===== src/hdl/mmca_pkg.sv =====
`timescale 1ns / 1ps
// ----------------------------------------------------------------------------
// mmca_pkg
// Shared types and constants of the macroblock motion copy address generator.
// ----------------------------------------------------------------------------
package mmca_pkg;

    // Macroblock geometry.
    localparam int MB_LUMA   = 16;
    localparam int MB_CHROMA = 8;
    localparam int NUM_ROWS  = MB_LUMA + MB_CHROMA;

    // Field and counter widths.
    localparam int POS_W     = 13;
    localparam int LSTRIDE_W = 13;
    localparam int CSTRIDE_W = 12;
    localparam int SRC_W     = 25;
    localparam int DST_W     = 24;
    localparam int LEN_W     = 5;
    localparam int CNT_W     = $clog2(NUM_ROWS);

    // Command codes and plane codes.
    localparam logic OP_FRAME     = 1'b0;
    localparam logic OP_FIELD     = 1'b1;
    localparam logic PLANE_LUMA   = 1'b0;
    localparam logic PLANE_CHROMA = 1'b1;

    // Configuration register indexes.
    typedef enum logic [1:0] {
        REG_REF_LUMA_STRIDE    = 2'd0,
        REG_DEST_LUMA_STRIDE   = 2'd1,
        REG_REF_CHROMA_STRIDE  = 2'd2,
        REG_DEST_CHROMA_STRIDE = 2'd3
    } t_reg_idx;

    // One classified macroblock command as held in the queue.
    typedef struct packed {
        logic                    field;
        logic [6:0]              col;
        logic [6:0]              row;
        logic signed [POS_W-1:0] sx_top;
        logic signed [POS_W-1:0] sy_top;
        logic signed [POS_W-1:0] sx_bot;
        logic signed [POS_W-1:0] sy_bot;
    } t_cmd;

    // Row pitches of the four planes.
    typedef struct packed {
        logic [LSTRIDE_W-1:0] ref_luma;
        logic [LSTRIDE_W-1:0] dest_luma;
        logic [CSTRIDE_W-1:0] ref_chroma;
        logic [CSTRIDE_W-1:0] dest_chroma;
    } t_strides;

endpackage


===== src/hdl/mmca_front.sv =====
`timescale 1ns / 1ps
// ----------------------------------------------------------------------------
// mmca_front
// Classifies an incoming command and forms the luma source positions.
// ----------------------------------------------------------------------------
module mmca_front import mmca_pkg::*; (
    input  logic              i_operation,
    input  logic [6:0]        i_mb_col,
    input  logic [6:0]        i_mb_row,
    input  logic signed [10:0] i_mv_x_top,
    input  logic signed [10:0] i_mv_y_top,
    input  logic signed [10:0] i_mv_x_bottom,
    input  logic signed [10:0] i_mv_y_bottom,
    output t_cmd              o_cmd
);

    logic signed [POS_W-1:0] col_px;
    logic signed [POS_W-1:0] row_px;

    // Macroblock position in pixels.
    assign col_px = $signed({2'b00, i_mb_col, 4'b0000});
    assign row_px = $signed({2'b00, i_mb_row, 4'b0000});

    // Position plus vector for both fields; frame mode only uses the top pair.
    always_comb begin
        o_cmd.field  = (i_operation == OP_FIELD);
        o_cmd.col    = i_mb_col;
        o_cmd.row    = i_mb_row;
        o_cmd.sx_top = col_px + POS_W'(i_mv_x_top);
        o_cmd.sy_top = row_px + POS_W'(i_mv_y_top);
        o_cmd.sx_bot = col_px + POS_W'(i_mv_x_bottom);
        o_cmd.sy_bot = row_px + POS_W'(i_mv_y_bottom);
    end

endmodule


===== src/hdl/mmca_queue.sv =====
`timescale 1ns / 1ps
// ----------------------------------------------------------------------------
// mmca_queue
// Two-entry command queue between the front and the row sequencer.
// ----------------------------------------------------------------------------
module mmca_queue import mmca_pkg::*; (
    input  logic i_clk,
    input  logic i_rst_n,
    input  logic i_push,
    input  t_cmd i_cmd,
    input  logic i_pop,
    output logic o_full,
    output logic o_valid,
    output t_cmd o_head
);

    t_cmd       r_mem [2];
    logic       r_wr_ptr;
    logic       r_rd_ptr;
    logic [1:0] r_count;

    // Pointers and fill level.
    always_ff @(posedge i_clk) begin
        if (!i_rst_n) begin
            r_wr_ptr <= 1'b0;
            r_rd_ptr <= 1'b0;
            r_count  <= 2'd0;
        end else begin
            if (i_push) begin
                r_wr_ptr <= ~r_wr_ptr;
            end
            if (i_pop) begin
                r_rd_ptr <= ~r_rd_ptr;
            end
            case ({i_push, i_pop})
                2'b10:   r_count <= r_count + 2'd1;
                2'b01:   r_count <= r_count - 2'd1;
                default: r_count <= r_count;
            endcase
        end
    end

    // Storage.
    always_ff @(posedge i_clk) begin
        if (i_push) begin
            r_mem[r_wr_ptr] <= i_cmd;
        end
    end

    assign o_full  = r_count[1];
    assign o_valid = (r_count != 2'd0);
    assign o_head  = r_mem[r_rd_ptr];

endmodule


===== src/hdl/mmca_back.sv =====
`timescale 1ns / 1ps
// ----------------------------------------------------------------------------
// mmca_back
// Row sequencer and three-stage address pipeline producing the descriptors.
// ----------------------------------------------------------------------------
module mmca_back import mmca_pkg::*; (
    input  logic                    i_clk,
    input  logic                    i_rst_n,
    input  logic                    i_q_valid,
    input  t_cmd                    i_q_head,
    input  t_strides                i_strides,
    output logic                    o_pop,
    output logic                    o_strobe,
    output logic                    o_plane,
    output logic                    o_ref_select,
    output logic signed [SRC_W-1:0] o_src_offset,
    output logic [DST_W-1:0]        o_dst_offset,
    output logic [LEN_W-1:0]        o_row_length,
    output logic                    o_last
);

    localparam logic [CNT_W-1:0] LAST_ROW   = CNT_W'(NUM_ROWS - 1);
    localparam logic [CNT_W-1:0] FIRST_CHR  = CNT_W'(MB_LUMA);
    localparam int               SPROD_W    = 2 * POS_W + 1;
    localparam int               SSUM_W     = SPROD_W + 1;
    localparam logic signed [SSUM_W-1:0] SRC_LO = -(SSUM_W'(1) <<< (SRC_W - 1));
    localparam logic signed [SSUM_W-1:0] SRC_HI = (SSUM_W'(1) <<< (SRC_W - 1)) - SSUM_W'(1);

    // Halve a position, truncating toward zero.
    function automatic logic signed [POS_W-1:0] half_tz(input logic signed [POS_W-1:0] v);
        logic signed [POS_W-1:0] t;
        t = v + $signed({{(POS_W-1){1'b0}}, v[POS_W-1]});
        return t >>> 1;
    endfunction

    // Sequencer state.
    logic             r_active;
    logic [CNT_W-1:0] r_cnt;
    t_cmd             r_cmd;

    // Stage 1 registers.
    logic                    r_s1_valid;
    logic                    r_s1_plane;
    logic                    r_s1_sel;
    logic                    r_s1_last;
    logic signed [POS_W-1:0] r_s1_srow;
    logic [LSTRIDE_W-1:0]    r_s1_rstride;
    logic signed [POS_W-1:0] r_s1_sx;
    logic [10:0]             r_s1_drow;
    logic [LSTRIDE_W-1:0]    r_s1_dstride;
    logic [10:0]             r_s1_dcol;

    // Stage 2 registers.
    logic                      r_s2_valid;
    logic                      r_s2_plane;
    logic                      r_s2_sel;
    logic                      r_s2_last;
    logic signed [SPROD_W-1:0] r_s2_sprod;
    logic signed [POS_W-1:0]   r_s2_sx;
    logic [DST_W-1:0]          r_s2_dprod;
    logic [10:0]               r_s2_dcol;

    // Output registers.
    logic                    r_strobe;
    logic                    r_plane;
    logic                    r_sel;
    logic                    r_last;
    logic signed [SRC_W-1:0] r_src;
    logic [DST_W-1:0]        r_dst;

    // Stage 1 next values.
    logic                    is_chroma;
    logic [3:0]              y;
    logic [3:0]              y_off;
    logic                    n_sel;
    logic signed [POS_W-1:0] sx_pick;
    logic signed [POS_W-1:0] sy_pick;
    logic signed [POS_W-1:0] n_sx;
    logic signed [POS_W-1:0] base_y;
    logic signed [POS_W-1:0] n_srow;
    logic [LSTRIDE_W-1:0]    n_rstride;
    logic [10:0]             n_drow;
    logic [LSTRIDE_W-1:0]    n_dstride;
    logic [10:0]             n_dcol;

    // Stage 3 sums.
    logic signed [SSUM_W-1:0] ssum;
    logic [DST_W:0]           dsum;
    logic signed [SRC_W-1:0]  n_src;
    logic [DST_W-1:0]         n_dst;

    // Take the next command when idle or on the final row of the current one.
    assign o_pop = i_q_valid && (!r_active || (r_cnt == LAST_ROW));

    always_ff @(posedge i_clk) begin
        if (!i_rst_n) begin
            r_active <= 1'b0;
            r_cnt    <= '0;
        end else if (o_pop) begin
            r_active <= 1'b1;
            r_cnt    <= '0;
        end else if (r_active) begin
            if (r_cnt == LAST_ROW) begin
                r_active <= 1'b0;
            end else begin
                r_cnt <= r_cnt + CNT_W'(1);
            end
        end
    end

    always_ff @(posedge i_clk) begin
        if (o_pop) begin
            r_cmd <= i_q_head;
        end
    end

    // Row classification: plane, field parity, source row and destination row.
    always_comb begin
        is_chroma = (r_cnt >= FIRST_CHR);
        y         = is_chroma ? {1'b0, r_cnt[2:0]} : r_cnt[3:0];
        n_sel     = r_cmd.field & y[0];
        y_off     = r_cmd.field ? {1'b0, y[3:1]} : y;
        sx_pick   = n_sel ? r_cmd.sx_bot : r_cmd.sx_top;
        sy_pick   = n_sel ? r_cmd.sy_bot : r_cmd.sy_top;
        if (is_chroma) begin
            n_sx      = half_tz(sx_pick);
            base_y    = half_tz(sy_pick);
            n_rstride = {1'b0, i_strides.ref_chroma};
            n_dstride = {1'b0, i_strides.dest_chroma};
            n_drow    = {1'b0, r_cmd.row, y[2:0]};
            n_dcol    = {1'b0, r_cmd.col, 3'b000};
        end else begin
            n_sx      = sx_pick;
            base_y    = sy_pick;
            n_rstride = i_strides.ref_luma;
            n_dstride = i_strides.dest_luma;
            n_drow    = {r_cmd.row, y};
            n_dcol    = {r_cmd.col, 4'b0000};
        end
        n_srow = base_y + $signed({{(POS_W-4){1'b0}}, y_off});
    end

    always_ff @(posedge i_clk) begin
        if (!i_rst_n) begin
            r_s1_valid <= 1'b0;
        end else begin
            r_s1_valid <= r_active;
        end
    end

    always_ff @(posedge i_clk) begin
        r_s1_plane   <= is_chroma ? PLANE_CHROMA : PLANE_LUMA;
        r_s1_sel     <= n_sel;
        r_s1_last    <= (r_cnt == LAST_ROW);
        r_s1_srow    <= n_srow;
        r_s1_rstride <= n_rstride;
        r_s1_sx      <= n_sx;
        r_s1_drow    <= n_drow;
        r_s1_dstride <= n_dstride;
        r_s1_dcol    <= n_dcol;
    end

    // Stride multiplications.
    always_ff @(posedge i_clk) begin
        if (!i_rst_n) begin
            r_s2_valid <= 1'b0;
        end else begin
            r_s2_valid <= r_s1_valid;
        end
    end

    always_ff @(posedge i_clk) begin
        r_s2_plane <= r_s1_plane;
        r_s2_sel   <= r_s1_sel;
        r_s2_last  <= r_s1_last;
        r_s2_sprod <= SPROD_W'(r_s1_srow) * $signed(SPROD_W'(r_s1_rstride));
        r_s2_sx    <= r_s1_sx;
        r_s2_dprod <= DST_W'(r_s1_drow) * DST_W'(r_s1_dstride);
        r_s2_dcol  <= r_s1_dcol;
    end

    // Column add and saturation.
    always_comb begin
        ssum = SSUM_W'(r_s2_sprod) + SSUM_W'(r_s2_sx);
        dsum = {1'b0, r_s2_dprod} + (DST_W+1)'(r_s2_dcol);
        if (ssum < SRC_LO) begin
            n_src = SRC_LO[SRC_W-1:0];
        end else if (ssum > SRC_HI) begin
            n_src = SRC_HI[SRC_W-1:0];
        end else begin
            n_src = ssum[SRC_W-1:0];
        end
        n_dst = dsum[DST_W] ? {DST_W{1'b1}} : dsum[DST_W-1:0];
    end

    always_ff @(posedge i_clk) begin
        if (!i_rst_n) begin
            r_strobe <= 1'b0;
        end else begin
            r_strobe <= r_s2_valid;
        end
    end

    always_ff @(posedge i_clk) begin
        r_plane <= r_s2_plane;
        r_sel   <= r_s2_sel;
        r_last  <= r_s2_last;
        r_src   <= n_src;
        r_dst   <= n_dst;
    end

    assign o_strobe     = r_strobe;
    assign o_plane      = r_plane;
    assign o_ref_select = r_sel;
    assign o_src_offset = r_src;
    assign o_dst_offset = r_dst;
    assign o_row_length = (r_plane == PLANE_CHROMA) ? LEN_W'(MB_CHROMA) : LEN_W'(MB_LUMA);
    assign o_last       = r_strobe & r_last;

endmodule


===== src/hdl/macroblock_motion_copy_address_gen.sv =====
`timescale 1ns / 1ps
// ----------------------------------------------------------------------------
// macroblock_motion_copy_address_gen
// Turns one macroblock motion command into 24 row-copy descriptors.
// ----------------------------------------------------------------------------
// The accepted command passes the queue, the row sequencer and the address pipeline.
// Throughput: one descriptor per cycle while a command is in progress, set by
// the row sequencer that issues one row into the address pipeline each cycle.
// A two-entry queue lets up to two further commands be accepted ahead of time.
// Reset is synchronous and active low; strides return to 720 / 360 and all
// queued and in-flight commands are dropped. Results cannot be stalled.
module macroblock_motion_copy_address_gen import mmca_pkg::*; (
    input  logic                    i_clk,
    input  logic                    i_rst_n,
    input  logic                    start,
    output logic                    busy,
    input  logic                    i_operation,
    input  logic [6:0]              i_mb_col,
    input  logic [6:0]              i_mb_row,
    input  logic signed [10:0]      i_mv_x_top,
    input  logic signed [10:0]      i_mv_y_top,
    input  logic signed [10:0]      i_mv_x_bottom,
    input  logic signed [10:0]      i_mv_y_bottom,
    input  logic                    i_cfg_valid,
    output logic                    o_cfg_ready,
    input  logic [1:0]              i_cfg_index,
    input  logic [LSTRIDE_W-1:0]    i_cfg_data,
    output logic                    o_strobe,
    output logic                    o_plane,
    output logic                    o_ref_select,
    output logic signed [SRC_W-1:0] o_src_offset,
    output logic [DST_W-1:0]        o_dst_offset,
    output logic [LEN_W-1:0]        o_row_length,
    output logic                    o_last
);

    t_strides r_strides;
    t_cmd     front_cmd;
    t_cmd     q_head;
    logic     q_full;
    logic     q_valid;
    logic     q_pop;
    logic     accept;

    // Configuration registers; writes are always taken.
    assign o_cfg_ready = 1'b1;

    always_ff @(posedge i_clk) begin
        if (!i_rst_n) begin
            r_strides.ref_luma    <= LSTRIDE_W'(720);
            r_strides.dest_luma   <= LSTRIDE_W'(720);
            r_strides.ref_chroma  <= CSTRIDE_W'(360);
            r_strides.dest_chroma <= CSTRIDE_W'(360);
        end else if (i_cfg_valid && o_cfg_ready) begin
            unique case (t_reg_idx'(i_cfg_index))
                REG_REF_LUMA_STRIDE:    r_strides.ref_luma    <= i_cfg_data;
                REG_DEST_LUMA_STRIDE:   r_strides.dest_luma   <= i_cfg_data;
                REG_REF_CHROMA_STRIDE:  r_strides.ref_chroma  <= i_cfg_data[CSTRIDE_W-1:0];
                REG_DEST_CHROMA_STRIDE: r_strides.dest_chroma <= i_cfg_data[CSTRIDE_W-1:0];
                default:                r_strides             <= r_strides;
            endcase
        end
    end

    // Command acceptance.
    assign busy   = q_full;
    assign accept = start && !busy;

    mmca_front u_front (
        .i_operation   (i_operation),
        .i_mb_col      (i_mb_col),
        .i_mb_row      (i_mb_row),
        .i_mv_x_top    (i_mv_x_top),
        .i_mv_y_top    (i_mv_y_top),
        .i_mv_x_bottom (i_mv_x_bottom),
        .i_mv_y_bottom (i_mv_y_bottom),
        .o_cmd         (front_cmd)
    );

    mmca_queue u_queue (
        .i_clk   (i_clk),
        .i_rst_n (i_rst_n),
        .i_push  (accept),
        .i_cmd   (front_cmd),
        .i_pop   (q_pop),
        .o_full  (q_full),
        .o_valid (q_valid),
        .o_head  (q_head)
    );

    mmca_back u_back (
        .i_clk        (i_clk),
        .i_rst_n      (i_rst_n),
        .i_q_valid    (q_valid),
        .i_q_head     (q_head),
        .i_strides    (r_strides),
        .o_pop        (q_pop),
        .o_strobe     (o_strobe),
        .o_plane      (o_plane),
        .o_ref_select (o_ref_select),
        .o_src_offset (o_src_offset),
        .o_dst_offset (o_dst_offset),
        .o_row_length (o_row_length),
        .o_last       (o_last)
    );

endmodule


===== config.mk =====
export PLATFORM = sky130hd
export DESIGN_NAME = macroblock_motion_copy_address_gen
export DESIGN_NICKNAME = d
export VERILOG_FILES = /design/src/hdl/mmca_pkg.sv /design/src/hdl/mmca_front.sv /design/src/hdl/mmca_queue.sv /design/src/hdl/mmca_back.sv /design/src/hdl/macroblock_motion_copy_address_gen.sv
export SDC_FILE = /design/constraint.sdc
export NUM_CORES = 1
export LEC_CHECK = 0
export ABC_AREA = 1
export BUFFER_PORTS_ARGS = -buffer_cell sky130_fd_sc_hd__buf_4
export CORE_MARGIN = 3
export CORE_UTILIZATION = 60
export CTS_CLUSTER_DIAMETER = 200
export DETAILED_ROUTE_END_ITERATION = 16
export PLACE_DENSITY = 0.8
export SYNTH_ARGS = -nofsm -noshare
export SYNTH_HDL_FRONTEND = slang
export SYNTH_SLANG_ARGS = --single-unit

===== constraint.sdc =====
create_clock -name i_clk -period 15.6 [get_ports i_clk]
set_clock_uncertainty 0.15 [all_clocks]
set_input_delay 3.12 -clock i_clk [delete_from_list [all_inputs] [get_ports i_clk]]
set_output_delay 3.12 -clock i_clk [all_outputs]
set_load 0.005 [all_outputs]

==> qor.csv, run 1 <==
metric,value,unit
routed vias,21600,
port bufs,133,
outcome,completed,
Root Buffer,clkbuf_16,
setup bufs post-CTS,0,
final worst slack,9.76,ns
critical hold path startpoint,u_back.r_s2_plane,
RR Endpoint,u_back.r_s2_sprod[21],
main combinational cell family by area after synthesis,adder cells,
fin crit share,37.4,%
Post-Syn Area per Cell,8.73,sq um
"non-filler cells, final",4207,
RSZ-0062 raised after global routing,false,
"Req. time, crit path",15.92,ns
CTS tree,done,
pin count of the biggest net entering global routing,72,
critical path cell sequence,inv_1 > or2_2 > fa_1 > fa_1 > inv_1 > fa_1 > fa_1 > fa_1 > fa_1 > ha_1 > nand2_1 > nor2_1 > inv_1 > o21ai_0 > a21oi_1 > o211ai_1 > nand2_1,
multiplexer share of the synthesized area,0.101,%
Post-Route WL,62.2,mm
top_reg_cell synth,dfxtp_1,
initial core utilization,60.9,%
Worst Hold End,u_back.o_plane,
CP Class,flop to flop,
pre-CTS setup slack,9.72,ns
post-synthesis cell type count,50,
GPL Wtd Cong,0.896,
register bit total from synthesis,465,
setup TNS,0,ns
drt pass-1 iters,5,
post-synthesis sequential area ratio,37.9,%
CP endpoint kind,flop,
cell mode on critical path,fa_1,
ANT nets after route,0,
Post-synth EDFFs,201,
crit-path leading delay family,adder cells,
Die W,229,um
worst reg-to-reg setup slack,9.76,ns
Area Growth Syn to Fin,10.3,%
Worst-Margin Slew,1.07,ns
Final #Nets,4044,
warnings from Yosys,0,
DRC viols,0,
Slew headroom,28.4,%
Tmin final,5.84,ns
Final Hold Vio Count,0,
crit-path max cell delay,0.57,ns
Worst Hold Class,flop to flop,
fill cell count,3940,
Placed Instances,4119,
IO Pins,138,
Hold Path Depth,0,
"commonest non-fill, non-tap cells in the layout","976 x nand2_1, 608 x inv_1, 262 x dfxtp_1, 235 x ha_1, 226 x fa_1",
"Slew Viols, Final",0,
GRT Overall Usage,24.1,%
initial antenna violation count,3,
vias per inst,5.13,
post-synthesis xor/xnor area fraction,3.26,%
fmax,171,MHz
Worst-path clk slew,0.06,ns
die area,0.0525,sq mm
Reg-to-Reg Start,u_back.r_s1_srow[12],
per-cell routed wire length,14.8,um
Reg2Reg Depth,17,
# setup viols final,0,
vias in the first global route,21400,
clk buf depth,3,
clk_lat worst skew,0.60,ns
CP Launch Type,flop,
total core area,0.0491,sq mm
simple-gate area share of the yosys netlist,18.7,%
Post-synth ARST share,0,%
Gate Count Post-Synth,3422,
first-pass GRT wire length,104,mm
H-tree depth,2,
"Gates resized, CTS repair",0,
Crit Path Max Fanout,13,
# hold bufs at CTS,0,
num rows,81,
max cap viols,0,
global route overflow,0,
Die Y-Extent,229,um
DR iter-0 viols,1529,
"most common cell after layout, fill and taps aside",nand2_1,
share of layout cells above drive strength 1,8.81,%
DP HPWL,47.5,mm
"Data arrival, critical path",6.16,ns
post-synthesis compound-gate area fraction,5.57,%
Critical-path top delay cell,fa_1,
clk sink count,465,
Crit path buffers/inverters,3,
post-synthesis adder-cell area fraction,25.0,%
total CTS buffers,48,
synthesized area,0.0299,sq mm
-- synthesized netlist by cell type, types with 3 or more instances --
master	instances	area share, %
a21o_1	9	0.23
nor2_4	10	0.38
inv_2	5	0.063
o21bai_1	10	0.25
o22ai_1	6	0.13
nand4_1	13	0.27
nand2_2	30	0.63
mux2i_1	3	0.10
o21ai_0	111	1.9
o211ai_1	4	0.10
buf_6	5	0.19
nor3_1	15	0.25
nor4_1	9	0.19
a31oi_1	8	0.17
fa_1	226	15
a211oi_1	4	0.10
nand3b_1	5	0.13
inv_1	610	7.7
edfxtp_1	201	20
o21ai_2	9	0.26
nand3_1	99	1.7
buf_4	10	0.25
o21a_1	5	0.13
xnor2_1	52	1.5
nand2_4	3	0.11
buf_1	5	0.063
or2_2	14	0.29
dfxtp_1	264	18
nand2_1	976	12
o21ai_1	3	0.050
xor2_1	59	1.7
nand3_2	5	0.17
ha_1	235	9.8
nor2_2	6	0.13
a21oi_1	129	2.2
nor2_1	161	2.0
clkbuf_1	88	1.1
-- final cells by class --
class | count | area, sq um | area share, %
inverter | 616 | 2310 | 7.02
clock inverter | 27 | 324 | 0.984
antenna | 2 | 5.00 | 0.0152
clock buffer | 59 | 1330 | 4.05
multi-input combinational | 2232 | 15700 | 47.8
tap | 664 | 831 | 2.52
timing repair buffer | 142 | 1070 | 3.24
sequential | 465 | 11300 | 34.4
-- layer usage --
layer | vias to the layer above | track usage, % | part of all wire (%)
li1 | 10700 | - | -
met1 | 10100 | 32.1 | 43
met2 | 627 | 40.6 | 47
met3 | 108 | 4.18 | 7.0
met4 | 0 | 7.24 | 2.7
met5 | - | 0 | 0
-- worst max-delay path by stage --
stage | start | end | slack (ns) | cells after the start
after detailed placement | u_back.r_s1_srow[12] | u_back.r_s2_sprod[21] | 9.72 | 17
final | u_back.r_s1_srow[12] | u_back.r_s2_sprod[21] | 9.76 | 17
after global placement | u_back.r_s1_srow[12] | u_back.r_s2_sprod[21] | 9.79 | 17
after floorplan | start | u_queue.r_mem[1][0] | 8.92 | 2
after global routing | u_back.r_s1_srow[12] | u_back.r_s2_sprod[21] | 9.33 | 17
after CTS | u_back.r_s1_srow[12] | u_back.r_s2_sprod[21] | 9.70 | 17
-- metrics by stage --
step,util (%),cell area [sq um],hold WS [ns]
floorplan,-,29900,0.160
global placement,63.8,31300,0.160
detailed placement,63.8,31300,0.162
CTS,67.1,32900,0.176
global route,67.1,32900,0.177
finish,67.1,32900,0.174
-- cell families (layout without fill, tap and decap cells) --
logic type	after synthesis	count (layout)
AND/OR/NAND/NOR	1351	1351
buffers and inverters	727	844
flip-flops	465	465
adder cells (fa/ha/maj)	461	461
AO/OA/AOI/OAI	302	302
XOR/XNOR	111	111
multiplexers	3	3
other	2	6
-- registers in the layout, summed over array words and instances (netlist names), 2 cells and up --
signal,flops
u_queue.r_mem,134
u_back.r_s1_sx,13
u_back.r_s1_dstride,13
u_back.o_dst_offset,24
u_back.r_s2_dprod,24
u_back.o_src_offset,25
u_back.r_s1_srow,13
u_back.r_s1_rstride,13
r_strides,50
u_back.r_cnt,5
u_back.r_s1_dcol,8
u_back.r_s1_drow,11
u_back.r_s2_dcol,8
u_queue.r_count,2
u_back.r_s2_sx,13
u_back.r_cmd,67
u_back.r_s2_sprod,27
Power of run 1 is left out: the tool's default activity adds up to more than one toggle a clock period on the data nets, which glitch-free logic cannot reach.
==> run 2: changes to the inputs <==
- ABC_AREA: 1 -> 0
- CORE_UTILIZATION: 60 -> 57
- clock period: 15.6 -> 5.3 ns (I/O delays scaled with it)
==> qor.csv, run 2 <==
metric,value,unit
# hold bufs at CTS,0,
clk_lat worst skew,0.61,ns
GPL Wtd Cong,0.893,
Area Growth Syn to Fin,17.2,%
final worst slack,-0.349,ns
per-cell routed wire length,16.6,um
fin area,0.0340,sq mm
pin count of the biggest net entering global routing,100,
Tmin final,5.65,ns
Post-synth EDFFs,201,
Post-Route WL,61.2,mm
"Req. time, crit path",5.66,ns
Crit path buffers/inverters,2,
Final #Nets,3510,
Die Y-Extent,232,um
"Slew Viols, Final",0,
synthesized area,0.0290,sq mm
worst hold slack,0.174,ns
clk buf depth,3,
FF+latch area,0.0114,sq mm
crit-path max cell delay,0.55,ns
violated checks,setup timing,
IO Pins,138,
"top cells by area, synth","edfxtp_1 21%, dfxtp_1 18%, fa_1 16%",
Largest Register,u_queue.r_mem,
vias per inst,5.31,
Commonest cells post-synth,"378 x nand2_1, 310 x inv_1, 264 x dfxtp_1, 235 x ha_1, 226 x fa_1",
DP HPWL,46.6,mm
"commonest non-fill, non-tap cells in the layout","374 x nand2_1, 296 x inv_1, 279 x buf_4, 233 x dfxtp_1",
crit-path leading delay family,adder cells,
Worst Hold Class,flop to flop,
# setup viols final,7,
total CTS buffers,49,
critical path cell sequence,and2_4 > fa_1 > inv_2 > fa_1 > inv_2 > fa_1 > fa_1 > fa_1 > ha_1 > ha_4 > o21a_1 > o21a_1 > o22ai_2 > o21ai_4 > or3_1 > a31o_2 > a21o_1 > a21oi_2 > xnor2_1,
GRT Overall Usage,22.8,%
Post-Syn Area per Cell,10.6,sq um
cell mode on critical path,fa_1,
die area,0.0536,sq mm
fin crit share,107,%
CP Class,flop to flop,
outcome,"finished, violations left",
cell area after placement,0.0316,sq mm
clk sink count,465,
total core area,0.0502,sq mm
Gate Count Post-Synth,2736,
DR iter-0 viols,1114,
max cap viols,0,
CP Launch Type,flop,
Critical-path top delay cell,fa_1,
share of layout cells above drive strength 1,21.0,%
grt met2 use,37.9,%
multi-input logic area,0.0166,sq mm
"most common cell after layout, fill and taps aside",nand2_1,
vias in the first global route,20200,
Worst-Margin Slew,1.10,ns
ANT nets after route,0,
port bufs,133,
post-synth top area cell,edfxtp_1,
first-pass GRT wire length,99.7,mm
Die W,232,um
Final Hold Vio Count,0,
num rows,82,
"Data arrival, critical path",6.01,ns
Slew headroom,26.6,%
top-count cell post-synth,nand2_1,
H-tree depth,2,
Top Registers,"u_queue.r_mem (134), u_back.r_cmd (67), r_strides (50)",
met3 usage,5.22,%
routed vias,19600,
post-synthesis sequential area ratio,39.0,%
Post-synth ARST share,0,%
CP endpoint kind,flop,
global route overflow,0,
worst reg-to-reg setup slack,-0.35,ns
warnings from Yosys,0,
drt pass-1 iters,5,
share of the synthesized area in the top cell type,20.8,%
Worst-path clk slew,0.06,ns
fmax,177,MHz
register bit total from synthesis,465,
Crit Path Max Fanout,7,
CTS tree,done,
top_reg_cell synth,dfxtp_1,
DRC viols,0,
initial core utilization,57.8,%
max FFs per register,134,
met1 Track Usage GR,30.2,%
initial antenna violation count,6,
setup TNS,-1.22,ns
gr busiest metal,met2,
Root Buffer,clkbuf_16,
RSZ-0062 raised after global routing,true,
post-synthesis cell type count,67,
fill cell count,3556,
[run 2: cell types whose count changed in the layout (fill, tap and decap cells not counted), moves of 51 or more]
cell | before | now
nand2_1 | 976 | 374
inv_1 | 608 | 296
and2_1 | 2 | 162
buf_4 | 142 | 279
mux2_2 | 0 | 109
nor2_1 | 159 | 65
o21ai_0 | 111 | 53
nand3_1 | 99 | 48
[run 2: final timing paths]
check | startpoint | end | depth (start not counted)
worst max-delay path | u_back.r_s1_srow[1] | u_back.r_s2_sprod[20] | 19
worst min register to register | u_back.r_s2_plane | u_back.o_plane | 0
worst min-delay path | u_back.r_s2_plane | u_back.o_plane | 0
worst max register to register | u_back.r_s1_srow[1] | u_back.r_s2_sprod[20] | 19
[run 2: timing repair]
| action | in CTS | in global routing |
|---|---|---|
| pin swaps | 44 | 68 |
| hold endpoints to repair | 0 | 0 |
| gates cloned | 0 | 0 |
| setup endpoints to repair | 18 | 20 |
| gates resized for setup | 43 | 98 |
| buffers inserted | 5 | 9 |
[run 2: cell families (layout without fill, tap and decap cells)]
logic type                 count (synthesis)  after routing  share of synthesized area [%]
other                                      2              6                         0.0259
buffers and inverters                    419            693                           5.61
DFF                                      465            465                           39.0
and+or+nand+nor                          789            789                           12.9
xor gates and xnor gates                 127            127                           3.84
adders and majority gates                461            461                           25.7
AOI/OAI and AO/OA                        348            348                           8.01
muxes                                    125            125                           4.79
[run 2: metrics by stage]
step                      setup WS, ns  instances  util (%)
after CTS                       -0.349       3678      66.8
after global placement          -0.374       3581      63.0
final                           -0.349       3686      67.7
after detailed placement        -0.503       3581      63.0
after global routing            -0.545       3686      67.7
after floorplan                 -0.250       2738         -
[run 2: layout make-up]
cell class,instances,area share (%)
clock inverters,31,1.22
well taps,672,2.48
inverters,310,3.43
diodes,2,0.0147
multi-input cells,1854,48.8
flip-flops and latches,465,33.5
repair buffers,291,6.67
clock buffers,61,3.92
[run 2: routing by layer]
layer  vias up  share of wire [%]
met2       507                 48
li1       9461                  -
met1      9495                 43
met3       106                6.5
met4         4                2.4
met5         -              0.039
Power of run 2 is left out for the same reason.
==> run 3: changes to the inputs <==
- CORE_UTILIZATION: 57 -> 60
- clock period: 5.3 -> 5.7 ns (I/O delays scaled with it)
==> qor.csv, run 3 (same netlist as run 2, synthesis figures left out) <==
metric,value,unit
# setup viols final,1,
met1 Track Usage GR,31.6,%
H-tree depth,2,
Worst Hold Class,flop to flop,
Antenna Cells,0,
crit-path leading delay family,adder cells,
CP Launch Type,flop,
worst reg-to-reg setup slack,-0.05,ns
DR iter-0 viols,1161,
drt pass-1 iters,5,
Placed Instances,3438,
max FFs per register,134,
"most common cell after layout, fill and taps aside",nand2_1,
GRT Overall Usage,23.6,%
Die W,226,um
vias in the first global route,19600,
first-pass GRT wire length,97.0,mm
Root Buffer,clkbuf_16,
ANT nets after route,0,
initial antenna violation count,1,
pin count of the biggest net entering global routing,100,
Hold Path Depth,0,
Die Y-Extent,226,um
Slew headroom,22.2,%
DP HPWL,45.4,mm
RSZ-0062 raised after global routing,true,
initial core utilization,61.5,%
IO Pins,138,
Crit Path Max Fanout,3,
Top Registers,"u_queue.r_mem (134), u_back.r_cmd (67), r_strides (50)",
grt met2 use,39.4,%
Final #Nets,3428,
crit-path max cell delay,0.57,ns
Worst-path clk slew,0.06,ns
CP endpoint kind,flop,
"Data arrival, critical path",6.11,ns
setup TNS,-0.0475,ns
CTS tree,done,
RR Endpoint,u_back.r_s2_sprod[20],
num rows,79,
clk_lat worst skew,0.60,ns
outcome,"finished, violations left",
routed vias,19300,
Reg-to-Reg Start,u_back.r_s1_srow[1],
gr busiest metal,met2,
total core area,0.0471,sq mm
fin crit share,101,%
Critical-path top delay cell,fa_1,
Worst Hold End,u_back.r_s2_dcol[5],
Crit path buffers/inverters,4,
share of layout cells above drive strength 1,16.8,%
"commonest non-fill, non-tap cells in the layout","378 x nand2_1, 307 x inv_1, 237 x dfxtp_1, 224 x ha_1, 223 x fa_1",
fmax,174,MHz
CP Class,flop to flop,
total CTS buffers,48,
clk buf depth,3,
global route overflow,0,
Final Hold Vio Count,0,
DRC viols,0,
Tmin final,5.75,ns
"Req. time, crit path",6.06,ns
# hold bufs at CTS,0,
vias per inst,5.45,
"non-filler cells, final",3536,
max cap viols,0,
clk sink count,465,
met3 usage,4.60,%
Largest Register,u_queue.r_mem,
"Slew Viols, Final",0,
critical hold path startpoint,u_back.r_s1_dcol[5],
Reg2Reg Depth,21,
Area Growth Syn to Fin,13.2,%
port bufs,133,
per-cell routed wire length,16.7,um
violated checks,setup timing,
critical path cell sequence,and2_4 > fa_1 > inv_2 > fa_1 > inv_1 > fa_1 > inv_1 > fa_1 > inv_1 > fa_1 > ha_4 > ha_4 > and2_4 > a311o_1 > o22ai_2 > o21ai_2 > or3_1 > a31o_2 > a21o_1 > a21oi_2 > xnor2_1,
cell mode on critical path,fa_1,
die area,0.0510,sq mm
Post-Route WL,59.0,mm
final worst slack,-0.0475,ns
GPL Wtd Cong,0.885,
Worst-Margin Slew,1.17,ns
pre-CTS setup slack,-0.176,ns
Worst path depth,21,
## run 3: changes by cell type in the layout (fill, tap and decap cells not counted), moves of 8 or more
cell     delta
dfxtp_4    -10
inv_2      -11
buf_4      -69
inv_1      +11
a21oi_1     +8
ha_4        -8
## run 3: metrics by stage
step	utilization, %	hold slack (ns)	cell area [sq um]
6_report	69.6	0.172	32800
5_1_grt	69.6	0.183	32800
4_1_cts	69.3	0.176	32700
3_5_place_dp	65.5	0.163	30900
3_3_place_gp	65.5	0.161	30900
2_1_floorplan	-	0.160	29000
## run 3: per-layer routing
layer / up-vias / share of wire, % / routed length, um
li1: 9292 / - / -
met1: 9378 / 44 / 25800
met2: 493 / 48 / 28100
met3: 99 / 6.0 / 3550
met4: 2 / 2.5 / 1480
met5: - / 0.015 / 9
## run 3: worst reg2reg max path, stage by stage, from the launching register on
cell and delay [ns]:
dfxtp_4 0.34, and2_4 0.16, fa_1 0.57, inv_2 0.05, fa_1 0.51, inv_1 0.05
fa_1 0.48, inv_1 0.06, fa_1 0.48, inv_1 0.05, fa_1 0.47, ha_4 0.30
ha_4 0.19, and2_4 0.13, a311o_1 0.32, o22ai_2 0.21, o21ai_2 0.11, or3_1 0.32
a31o_2 0.25, a21o_1 0.19, a21oi_2 0.15, xnor2_1 0.14
## run 3: how the worst max path moves through the flow
stage                         from                     to  slack (ns)
4_1_cts        u_back.r_s1_srow[1]  u_back.r_s2_sprod[20]       -0.09
3_3_place_gp   u_back.r_s1_srow[3]  u_back.r_s2_sprod[26]       -0.04
3_5_place_dp   u_back.r_s1_srow[3]  u_back.r_s2_sprod[26]       -0.18
5_1_grt        u_back.r_s1_srow[3]  u_back.r_s2_sprod[20]       -0.22
6_report       u_back.r_s1_srow[1]  u_back.r_s2_sprod[20]       -0.05
2_1_floorplan  u_back.r_s1_srow[3]  u_back.r_s2_sprod[20]        0.02
## run 3: cell type report
| class | count | area [sq um] |
|---|---|---|
| multi-input combinational | 1854 | 16300 |
| fill | 3425 | 14300 |
| sequential | 465 | 11400 |
| timing repair buffer | 210 | 1580 |
| clock buffer | 61 | 1320 |
| inverter | 310 | 1160 |
| tap | 607 | 759 |
| clock inverter | 29 | 363 |
## run 3: timing repair
item / CTS / global route
setup buffers: 3 / 5
pin swaps: 22 / 35
gates resized for setup: 17 / 38
endpoints found under the setup margin: 5 / 11
endpoints found under the hold margin: 0 / 0
Power of run 3 is left out for the same reason.
